<file path="config.mk">
export PLATFORM = sky130hd
export DESIGN_NAME = kv_tlv_record_parser_unit
export DESIGN_NICKNAME = d
export VERILOG_FILES = /design/src/kv_tlv_pkg.sv /design/src/kv_tlv_parse_core.sv /design/src/kv_tlv_result_fifo.sv /design/src/kv_tlv_record_parser_unit.sv
export SDC_FILE = /design/constraint.sdc
export NUM_CORES = 1
export LEC_CHECK = 0
export BUFFER_PORTS_ARGS = -buffer_cell sky130_fd_sc_hd__buf_4
export CAP_MARGIN = 10
export CORE_ASPECT_RATIO = 0.7
export CORE_UTILIZATION = 58
export CTS_BUF_LIST = sky130_fd_sc_hd__clkbuf_4
export CTS_CLUSTER_DIAMETER = 150
export CTS_CLUSTER_SIZE = 24
export DETAILED_ROUTE_END_ITERATION = 7
export HOLD_SLACK_MARGIN = 0.06
export PLACE_DENSITY = 0.78
export SLEW_MARGIN = 20
export SYNTH_ARGS = -nofsm -noshare
export SYNTH_HDL_FRONTEND = slang
export SYNTH_HIERARCHICAL = 1
export SYNTH_SLANG_ARGS = --single-unit
</file>
<file path="constraint.sdc">
create_clock -name i_clk -period 7.65 [get_ports i_clk]
set_clock_uncertainty 0.05 [all_clocks]
set_input_delay 0 -clock i_clk [delete_from_list [all_inputs] [get_ports i_clk]]
set_output_delay 0 -clock i_clk [all_outputs]
set_load 0.01 [all_outputs]
</file>
<file path="src/kv_tlv_pkg.sv">
// Shared types, codes and sizes for the tag-length-value record parser.
package kv_tlv_pkg;

    // Record type codes carried in the low three bits of the header word.
    localparam logic [2:0] REC_INT32 = 3'd0;
    localparam logic [2:0] REC_INT64 = 3'd1;
    localparam logic [2:0] REC_BYTES = 3'd2;

    // Result kind codes.
    localparam logic [2:0] KIND_INT32     = 3'd0;
    localparam logic [2:0] KIND_INT64     = 3'd1;
    localparam logic [2:0] KIND_BYTES_HDR = 3'd2;
    localparam logic [2:0] KIND_PAYLOAD   = 3'd3;
    localparam logic [2:0] KIND_OK        = 3'd4;
    localparam logic [2:0] KIND_MALFORMED = 3'd5;

    // Result queue sizing. One input byte pushes at most two results.
    localparam int MAX_PUSH   = 2;
    localparam int FIFO_DEPTH = 4;
    localparam int PTR_W      = $clog2(FIFO_DEPTH);
    localparam int CNT_W      = $clog2(FIFO_DEPTH + 1);

    typedef struct packed {
        logic [2:0]  kind;
        logic [12:0] record_key;
        logic [63:0] record_value;
        logic        last_of_run;
    } t_result;

    // Results produced by one accepted byte, in delivery order.
    typedef struct packed {
        logic [1:0] count;
        t_result    r0;
        t_result    r1;
    } t_push;

endpackage

</file>
<file path="src/kv_tlv_parse_core.sv">
// Parse state registers and the per-byte next-state and result logic.
module kv_tlv_parse_core (
    input  logic                 i_clk,
    input  logic                 i_rst_n,
    input  logic                 i_cfg_we,
    input  logic                 i_cfg_wdata,
    input  logic                 i_accept,
    input  logic [7:0]           i_data_byte,
    input  logic                 i_end_of_buffer,
    output kv_tlv_pkg::t_push    o_push
);

    typedef enum logic [5:0] {
        PH_HDR  = 6'b000001,
        PH_V32  = 6'b000010,
        PH_V64  = 6'b000100,
        PH_LEN  = 6'b001000,
        PH_PAY  = 6'b010000,
        PH_SKIP = 6'b100000
    } t_phase;

    t_phase      r_phase,        n_phase;
    logic [2:0]  r_byte_index,   n_byte_index;
    logic [15:0] r_header_hold,  n_header_hold;
    logic [63:0] r_value_acc,    n_value_acc;
    logic [31:0] r_payload_rem,  n_payload_rem;
    logic        r_error_seen,   n_error_seen;
    logic        r_big_endian;

    always_comb begin
        logic [15:0]         v_hh;
        logic [63:0]         v_acc;
        logic [31:0]         v_rem;
        logic [3:0]          v_total;
        logic                v_rec_vld;
        logic                v_ok;
        kv_tlv_pkg::t_result v_rec;
        kv_tlv_pkg::t_result v_stat;

        n_phase       = r_phase;
        n_byte_index  = r_byte_index;
        n_header_hold = r_header_hold;
        n_value_acc   = r_value_acc;
        n_payload_rem = r_payload_rem;
        n_error_seen  = r_error_seen;
        v_hh          = r_header_hold;
        v_acc         = r_value_acc;
        v_rem         = r_payload_rem;
        v_total       = 4'd4;
        v_rec_vld     = 1'b0;
        v_ok          = 1'b0;
        v_rec.kind         = kv_tlv_pkg::KIND_INT32;
        v_rec.record_key   = r_header_hold[15:3];
        v_rec.record_value = 64'd0;
        v_rec.last_of_run  = 1'b0;
        v_stat.kind         = kv_tlv_pkg::KIND_OK;
        v_stat.record_key   = 13'd0;
        v_stat.record_value = 64'd0;
        v_stat.last_of_run  = 1'b1;
        o_push.count = 2'd0;
        o_push.r0    = v_rec;
        o_push.r1    = v_stat;

        if (i_accept) begin
            case (r_phase)
                PH_HDR: begin
                    if (r_big_endian) begin
                        v_hh = {r_header_hold[7:0], i_data_byte};
                    end else if (r_byte_index[0]) begin
                        v_hh = r_header_hold | {i_data_byte, 8'h00};
                    end else begin
                        v_hh = r_header_hold | {8'h00, i_data_byte};
                    end
                    n_header_hold = v_hh;
                    if (r_byte_index == 3'd0) begin
                        n_byte_index = 3'd1;
                    end else begin
                        n_byte_index = 3'd0;
                        n_value_acc  = 64'd0;
                        case (v_hh[2:0])
                            kv_tlv_pkg::REC_INT32: n_phase = PH_V32;
                            kv_tlv_pkg::REC_INT64: n_phase = PH_V64;
                            kv_tlv_pkg::REC_BYTES: n_phase = PH_LEN;
                            default: begin
                                n_phase      = PH_SKIP;
                                n_error_seen = 1'b1;
                            end
                        endcase
                    end
                end
                PH_V32, PH_V64, PH_LEN: begin
                    if (r_big_endian) begin
                        v_acc = {r_value_acc[55:0], i_data_byte};
                    end else begin
                        for (int k = 0; k < 8; k++) begin
                            v_acc[8*k +: 8] = r_value_acc[8*k +: 8] |
                                ((r_byte_index == 3'(k)) ? i_data_byte : 8'h00);
                        end
                    end
                    v_total = (r_phase == PH_V64) ? 4'd8 : 4'd4;
                    if (({1'b0, r_byte_index} + 4'd1) >= v_total) begin
                        v_rec_vld     = 1'b1;
                        n_phase       = PH_HDR;
                        n_byte_index  = 3'd0;
                        n_header_hold = 16'd0;
                        n_value_acc   = 64'd0;
                        if (r_phase == PH_V32) begin
                            v_rec.kind         = kv_tlv_pkg::KIND_INT32;
                            v_rec.record_value = {{32{v_acc[31]}}, v_acc[31:0]};
                        end else if (r_phase == PH_V64) begin
                            v_rec.kind         = kv_tlv_pkg::KIND_INT64;
                            v_rec.record_value = v_acc;
                        end else begin
                            v_rec.kind         = kv_tlv_pkg::KIND_BYTES_HDR;
                            v_rec.record_value = {32'd0, v_acc[31:0]};
                            n_payload_rem      = v_acc[31:0];
                            if (v_acc[31:0] != 32'd0) begin
                                // Keep the header so payload results carry the key.
                                n_phase       = PH_PAY;
                                n_header_hold = r_header_hold;
                            end
                        end
                    end else begin
                        n_value_acc  = v_acc;
                        n_byte_index = r_byte_index + 3'd1;
                    end
                end
                PH_PAY: begin
                    v_rec_vld          = 1'b1;
                    v_rec.kind         = kv_tlv_pkg::KIND_PAYLOAD;
                    v_rec.record_value = {56'd0, i_data_byte};
                    v_rem              = r_payload_rem - 32'd1;
                    n_payload_rem      = v_rem;
                    if (v_rem == 32'd0) begin
                        n_phase       = PH_HDR;
                        n_byte_index  = 3'd0;
                        n_header_hold = 16'd0;
                        n_value_acc   = 64'd0;
                    end
                end
                default: begin
                    n_phase      = PH_SKIP;
                    n_error_seen = 1'b1;
                end
            endcase

            if (i_end_of_buffer) begin
                v_ok = (n_phase == PH_HDR) && (n_byte_index == 3'd0) && !n_error_seen;
                v_stat.kind   = v_ok ? kv_tlv_pkg::KIND_OK : kv_tlv_pkg::KIND_MALFORMED;
                n_phase       = PH_HDR;
                n_byte_index  = 3'd0;
                n_header_hold = 16'd0;
                n_value_acc   = 64'd0;
                n_payload_rem = 32'd0;
                n_error_seen  = 1'b0;
            end

            if (v_rec_vld && i_end_of_buffer) begin
                o_push.count = 2'd2;
                o_push.r0    = v_rec;
                o_push.r1    = v_stat;
            end else if (v_rec_vld) begin
                v_rec.last_of_run = 1'b1;
                o_push.count      = 2'd1;
                o_push.r0         = v_rec;
            end else if (i_end_of_buffer) begin
                o_push.count = 2'd1;
                o_push.r0    = v_stat;
            end
        end
    end

    always_ff @(posedge i_clk) begin
        if (!i_rst_n) begin
            r_phase       <= PH_HDR;
            r_byte_index  <= 3'd0;
            r_header_hold <= 16'd0;
            r_value_acc   <= 64'd0;
            r_payload_rem <= 32'd0;
            r_error_seen  <= 1'b0;
            r_big_endian  <= 1'b1;
        end else begin
            r_phase       <= n_phase;
            r_byte_index  <= n_byte_index;
            r_header_hold <= n_header_hold;
            r_value_acc   <= n_value_acc;
            r_payload_rem <= n_payload_rem;
            r_error_seen  <= n_error_seen;
            if (i_cfg_we) begin
                r_big_endian <= i_cfg_wdata;
            end
        end
    end

endmodule

</file>
<file path="src/kv_tlv_result_fifo.sv">
// Four-entry result queue that takes up to two results and gives one per cycle unless stalled.
module kv_tlv_result_fifo (
    input  logic                  i_clk,
    input  logic                  i_rst_n,
    input  kv_tlv_pkg::t_push     i_push,
    input  logic                  i_stall,
    output logic                  o_valid,
    output kv_tlv_pkg::t_result   o_data,
    output logic                  o_no_room
);

    kv_tlv_pkg::t_result                 r_mem [0:kv_tlv_pkg::FIFO_DEPTH-1];
    logic [kv_tlv_pkg::PTR_W-1:0]        r_wr_ptr, n_wr_ptr;
    logic [kv_tlv_pkg::PTR_W-1:0]        r_rd_ptr, n_rd_ptr;
    logic [kv_tlv_pkg::CNT_W-1:0]        r_count,  n_count;
    logic                                w_pop;

    assign o_valid   = (r_count != '0);
    assign o_data    = r_mem[r_rd_ptr];
    assign w_pop     = o_valid && !i_stall;
    // Accept a byte only when room for its largest burst is guaranteed.
    assign o_no_room = (r_count > kv_tlv_pkg::CNT_W'(kv_tlv_pkg::FIFO_DEPTH -
                                                       kv_tlv_pkg::MAX_PUSH));

    always_comb begin
        n_wr_ptr = r_wr_ptr + kv_tlv_pkg::PTR_W'(i_push.count);
        n_rd_ptr = r_rd_ptr + kv_tlv_pkg::PTR_W'(w_pop);
        n_count  = r_count + kv_tlv_pkg::CNT_W'(i_push.count)
                           - kv_tlv_pkg::CNT_W'(w_pop);
    end

    always_ff @(posedge i_clk) begin
        if (i_push.count != 2'd0) begin
            r_mem[r_wr_ptr] <= i_push.r0;
        end
        if (i_push.count == 2'd2) begin
            r_mem[r_wr_ptr + kv_tlv_pkg::PTR_W'(1)] <= i_push.r1;
        end
    end

    always_ff @(posedge i_clk) begin
        if (!i_rst_n) begin
            r_wr_ptr <= '0;
            r_rd_ptr <= '0;
            r_count  <= '0;
        end else begin
            r_wr_ptr <= n_wr_ptr;
            r_rd_ptr <= n_rd_ptr;
            r_count  <= n_count;
        end
    end

    a_count_in_range: assert property (@(posedge i_clk) disable iff (!i_rst_n)
        r_count <= kv_tlv_pkg::CNT_W'(kv_tlv_pkg::FIFO_DEPTH))
        else $error("result queue count out of range");

    a_push_has_room: assert property (@(posedge i_clk) disable iff (!i_rst_n)
        (i_push.count != 2'd0) |-> !o_no_room)
        else $error("results pushed without room");

    a_ptr_gap: assert property (@(posedge i_clk) disable iff (!i_rst_n)
        kv_tlv_pkg::PTR_W'(r_wr_ptr - r_rd_ptr) == kv_tlv_pkg::PTR_W'(r_count))
        else $error("queue pointers disagree with count");

endmodule

</file>
<file path="src/kv_tlv_record_parser_unit.sv">
// Top level of the tag-length-value record parser: parse core and result queue.
//
// Usage: buffer bytes arrive on the input channel (i_in_valid, o_in_stall,
// i_data_byte, i_end_of_buffer), one byte per transfer, with i_end_of_buffer
// set on the buffer's final byte. Results leave on the output channel
// (o_out_valid, i_out_stall, o_kind, o_record_key, o_record_value,
// o_last_of_run), one result per transfer. A byte causes zero, one or two
// results; o_last_of_run marks the final result caused by a byte.
// A result is written to the result queue when its byte is taken and is
// offered once the results ahead of it have left. Throughput: one byte per
// cycle unless the input stalls; the queue drains one result per cycle unless
// the receiver stalls, so a byte's record and buffer status leave in turn.
// The field order is set by i_cfg_we / i_cfg_wdata (1 = big-endian), to be
// written only while the block is idle; reset selects big-endian.
// Reset (synchronous, active low) returns the parser to the start of a
// buffer and empties the result queue.
// When the receiver stalls, results wait in a four-entry queue; the input
// stalls once fewer than two entries are free.
module kv_tlv_record_parser_unit (
    input  logic                i_clk,
    input  logic                i_rst_n,
    input  logic                i_cfg_we,
    input  logic                i_cfg_wdata,
    input  logic                i_in_valid,
    output logic                o_in_stall,
    input  logic [7:0]          i_data_byte,
    input  logic                i_end_of_buffer,
    output logic                o_out_valid,
    input  logic                i_out_stall,
    output logic [2:0]          o_kind,
    output logic [12:0]         o_record_key,
    output logic signed [63:0]  o_record_value,
    output logic                o_last_of_run
);

    logic                 w_accept;
    logic                 w_no_room;
    kv_tlv_pkg::t_push    w_push;
    kv_tlv_pkg::t_result  w_head;

    // The input stalls only on queue room, never on the input valid.
    assign o_in_stall = w_no_room;
    assign w_accept   = i_in_valid && !w_no_room;

    kv_tlv_parse_core u_core (
        .i_clk           (i_clk),
        .i_rst_n         (i_rst_n),
        .i_cfg_we        (i_cfg_we),
        .i_cfg_wdata     (i_cfg_wdata),
        .i_accept        (w_accept),
        .i_data_byte     (i_data_byte),
        .i_end_of_buffer (i_end_of_buffer),
        .o_push          (w_push)
    );

    kv_tlv_result_fifo u_fifo (
        .i_clk     (i_clk),
        .i_rst_n   (i_rst_n),
        .i_push    (w_push),
        .i_stall   (i_out_stall),
        .o_valid   (o_out_valid),
        .o_data    (w_head),
        .o_no_room (w_no_room)
    );

    assign o_kind         = w_head.kind;
    assign o_record_key   = w_head.record_key;
    assign o_record_value = w_head.record_value;
    assign o_last_of_run  = w_head.last_of_run;

endmodule

</file>
==> results_dict.tcl <==
set metrics [dict create \
    status "complete, no violations" \
    ys_warn_count 6 \
    min_to "u_fifo/r_count[0]" \
    finalSetupViolations 0 \
    core_area_sq_um 42600 \
    antenna_violating_nets_post_route 0 \
    synth-edff-count 324 \
    tmin_final_ps 5660 \
    cp_slowest_cell "sky130_fd_sc_hd__buf_4" \
    totalPowerFinal_mw 5.05 \
    grt-ovfl-total 0 \
    floorplan.initialDensity_pct 59.2 \
    power.switching_mw 1.50 \
    criticalPathCategory "register to register" \
    final.setup.tns_ps 0 \
    finalNetCount 2176 \
    synthesis.area_per_instance_sq_um 11.9 \
    vdd_ir_drop_max_v 0.0000967 \
    r2r_slack_ps 1990 \
    port_buffers 97 \
    ys_seq_area_share_pct 48.9 \
    hold_crit_path_type "primary input to register" \
    share_seq_of_total_power_pct 56.3 \
    half_perimeter_wire_length_after_detailed_placement_um 39800 \
    cts_max_level 1 \
    slew-limit-headroom_pct 22.5 \
    clk_transition_reported_paths_ps 240 \
    worst_slew_pin_slew_ps 1160 \
    finalWeightedCongestion 0.964 \
    first_global_vias 16500 \
    cell_internal_pwr_mw 3.55 \
    cts.root.buffer_cell "sky130_fd_sc_hd__clkbuf_4" \
    initialDrtViolationCount 1970 \
    die-area_sq_um 44300 \
    power_leakage_nw 9.58 \
    number_of_core_rows 63 \
    timing.rr.start "u_core/r_phase[0]" \
    combinationalPowerShare_pct 24.9 \
    maxCapViolations 0 \
    path_delay_family "buffers and inverters" \
    synth.most_common_cell "sky130_fd_sc_hd__edfxtp_1" \
    post_cts_buffers 0 \
    final.fill_count 3265 \
    synth_top_area_share_pct 38.6 \
    power.density_nw_per_um2 190 \
    clkPwrFrac_pct 18.8 \
    drv_slew 0 \
    worst_case_hold_slack_ps 183 \
    synth.top_cells.by_area "sky130_fd_sc_hd__edfxtp_1 (39%), sky130_fd_sc_hd__mux2_2 (14%), sky130_fd_sc_hd__dfxtp_1 (10%), sky130_fd_sc_hd__mux4_2 (7.2%), sky130_fd_sc_hd__nand2_1 (3.9%)" \
    route.detailed.drc 0 \
    cell_mode_on_critical_path "sky130_fd_sc_hd__buf_4" \
    syn-cell-area_sq_um 25200 \
    grt_pass1_wl_um 95600 \
    grt_antenna_before_repair 5 \
    postSynthCellCount 2110 \
    highest_clock_rate_ghz 0.177 \
    worst_skew_pair.late_latency_ps 850 \
    netlist-cell-type-count 76 \
    maximum_number_of_pins_on_one_net_before_global_route_repair 74 \
    groute.usage.overall_pct 27.7 \
    cts_max_path_buffers 3 \
    cp.required_ps 8200 \
    hp-start "i_out_stall" \
    cpPeakStageDelay_ps 620 \
    die_y_um 176 \
    dominantRegCellSynth "sky130_fd_sc_hd__edfxtp_1" \
    synth-async-reset-ratio_pct 0 \
    critical_path.max_fanout 42 \
    worstPathCellList "nor3_1 -> nor4b_2 -> buf_4 -> inv_1 -> ha_1 -> nand2_1 -> nand2_1 -> a21oi_1 -> o21ai_0 -> ha_1 -> and2_1 -> nand2b_2 -> nor2_4 -> buf_4 -> buf_4 -> mux2_2" \
    tritoncts_clock_tree "done" \
    areaGrowthSynthToFinish_pct 5.21 \
    endpoint_kind "register" \
    netlist_top_cells_count "sky130_fd_sc_hd__edfxtp_1 (324), sky130_fd_sc_hd__mux2_2 (308), sky130_fd_sc_hd__nand2_1 (264)" \
    die_width_um 251 \
    swShare_pct 29.8 \
    design.portCount 98 \
    reg2reg_depth 16 \
    ys_ff_latch 454 \
    crit_path_start_kind "register" \
    totalWireLength_um 61900 \
    post_route_cells_drive_above_1_share_pct 27.4 \
    critical_path.reg2reg.endpoint "u_fifo/r_mem[2][40]" \
    cp_data_arrival_time_ps 6200 \
    cts-buffers-inserted 22 \
    hold_violations 0 \
    post_drt_wl_per_cell_um 22.8 \
    fin_crit_sh_pct 73.9 \
    detailroute.via_count 16971 \
    critPathBufInv 4 \
    drt_pre_antenna_iters 8 \
    rsz_0062_raised_after_global_routing "false" \
    routed_via_density 6.25 \
    synthDominantAreaCellType "sky130_fd_sc_hd__edfxtp_1" \
    hold-path-cell-count 5 \
    tritoncts_num_sinks 454 \
]
[worst max-delay path by stage]
stage                                endpoint  depth (start not counted)              start
after floorplan            u_fifo/r_mem[3][0]                         14  u_core/r_phase[0]
after CTS                 u_fifo/r_mem[2][40]                         16  u_core/r_phase[0]
after detailed placement  u_fifo/r_mem[2][40]                         16  u_core/r_phase[4]
final                     u_fifo/r_mem[2][40]                         16  u_core/r_phase[0]
after global routing      u_fifo/r_mem[2][38]                         16  u_core/r_phase[0]
after global placement    u_fifo/r_mem[2][57]                         16  u_core/r_phase[0]
[power groups by stage]
stage / combinational [mW] / clock (mW) / sequential [mW]
finish: 1.26 / 0.949 / 2.84
global route: 1.34 / 1.04 / 2.86
CTS: 1.25 / 0.966 / 2.84
detailed placement: 1.23 / 0 / 2.90
global placement: 1.21 / 0 / 2.89
floorplan: 0.902 / 0 / 2.81
[stage by stage]
stage	area (sq um)	std cells	setup WS [ps]	utilization, %
after CTS	26500	2712	2090	62.3
after floorplan	25500	2188	99.8	-
after detailed placement	25900	2641	2150	60.8
after global routing	26500	2715	1680	62.3
final	26500	2717	1990	62.3
after global placement	25900	2641	2200	60.8
[metal layers]
| layer | vias up | wire, um | share of wire [%] | global-route usage, % |
|---|---|---|---|---|
| met4 | 2 | 963 | 1.6 | 5.41 |
| met5 | - | 13 | 0.021 | 0 |
| met3 | 85 | 5560 | 9.0 | 5.65 |
| met1 | 8438 | 27900 | 45 | 41.5 |
| met2 | 723 | 27400 | 44 | 41.8 |
| li1 | 7723 | - | - | - |
[cell type report]
cell class / instances / area, sq um / area share, %
sequential: 454 / 12300 / 46.5
multi-input combinational: 1480 / 11800 / 44.3
timing repair buffer: 163 / 1340 / 5.05
tap: 552 / 691 / 2.60
clock buffer: 39 / 293 / 1.10
inverter: 23 / 86.3 / 0.326
antenna: 5 / 12.5 / 0.0472
clock inverter: 1 / 3.75 / 0.0142
[worst reg2reg max path: stages, from the launching register on]
cell and delay [ps]:
sky130_fd_sc_hd__dfxtp_1 400, sky130_fd_sc_hd__nor3_1 460, sky130_fd_sc_hd__nor4b_2 290, sky130_fd_sc_hd__buf_4 330, sky130_fd_sc_hd__inv_1 140, sky130_fd_sc_hd__ha_1 280
sky130_fd_sc_hd__nand2_1 60, sky130_fd_sc_hd__nand2_1 60, sky130_fd_sc_hd__a21oi_1 380, sky130_fd_sc_hd__o21ai_0 240, sky130_fd_sc_hd__ha_1 330, sky130_fd_sc_hd__and2_1 310
sky130_fd_sc_hd__nand2b_2 330, sky130_fd_sc_hd__nor2_4 130, sky130_fd_sc_hd__buf_4 560, sky130_fd_sc_hd__buf_4 620, sky130_fd_sc_hd__mux2_2 460
[sequential cells by signal, summed over array words and instances (netlist names)]
register and flops:
u_core/r_big_endian 1, u_core/r_byte_index 3, u_core/r_error_seen 1, u_core/r_header_hold 16, u_core/r_payload_rem 32, u_core/r_phase 6, u_core/r_value_acc 64, u_fifo/r_count 3
u_fifo/r_mem 324, u_fifo/r_rd_ptr 2, u_fifo/r_wr_ptr 2
[logic make-up (layout without fill, tap and decap cells)]
logic type	count (synthesis)	in the layout	synth area share, %
simple gates	528	528	10.2
mux	503	503	25.6
flops	454	454	48.9
compound gates	333	333	7.78
buf+inv	254	226	5.91
xor+xnor	19	19	0.660
fa+ha+maj	17	17	0.874
other cells	2	85	0.0298
[timing repair]
item,CTS,global route
resized for setup,0,0
hold buffers,31,0
endpoints found under the setup margin,0,0
endpoints found under the hold margin,153,0
[cell usage in the layout, fill, tap and decap left out, drive strengths merged, types with 7 or more instances in the layout]
| cell | synthesis | layout |
|---|---|---|
| mux2 | 324 | 324 |
| nand2 | 264 | 264 |
| a22oi | 22 | 22 |
| inv | 23 | 23 |
| xnor2 | 12 | 12 |
| mux2i | 98 | 98 |
| clkbuf | 83 | 39 |
| nand3 | 14 | 14 |
| o21ai | 132 | 132 |
| nor2b | 35 | 35 |
| a21boi | 13 | 13 |
| edfxtp | 324 | 324 |
| nor4 | 20 | 20 |
| nor2 | 72 | 72 |
| dlygate4sd3 | 0 | 31 |
| and3 | 16 | 16 |
| nand2b | 27 | 27 |
| o211ai | 7 | 7 |
| dfxtp | 130 | 130 |
| mux4 | 81 | 81 |
| and2 | 26 | 26 |
| a21oi | 103 | 103 |
| o21a | 17 | 17 |
| buf | 148 | 132 |
| ha | 16 | 16 |
| nor3 | 24 | 24 |
| conb | 2 | 80 |
| xor2 | 7 | 7 |
Note: power is estimated with default switching activity, not from simulation.
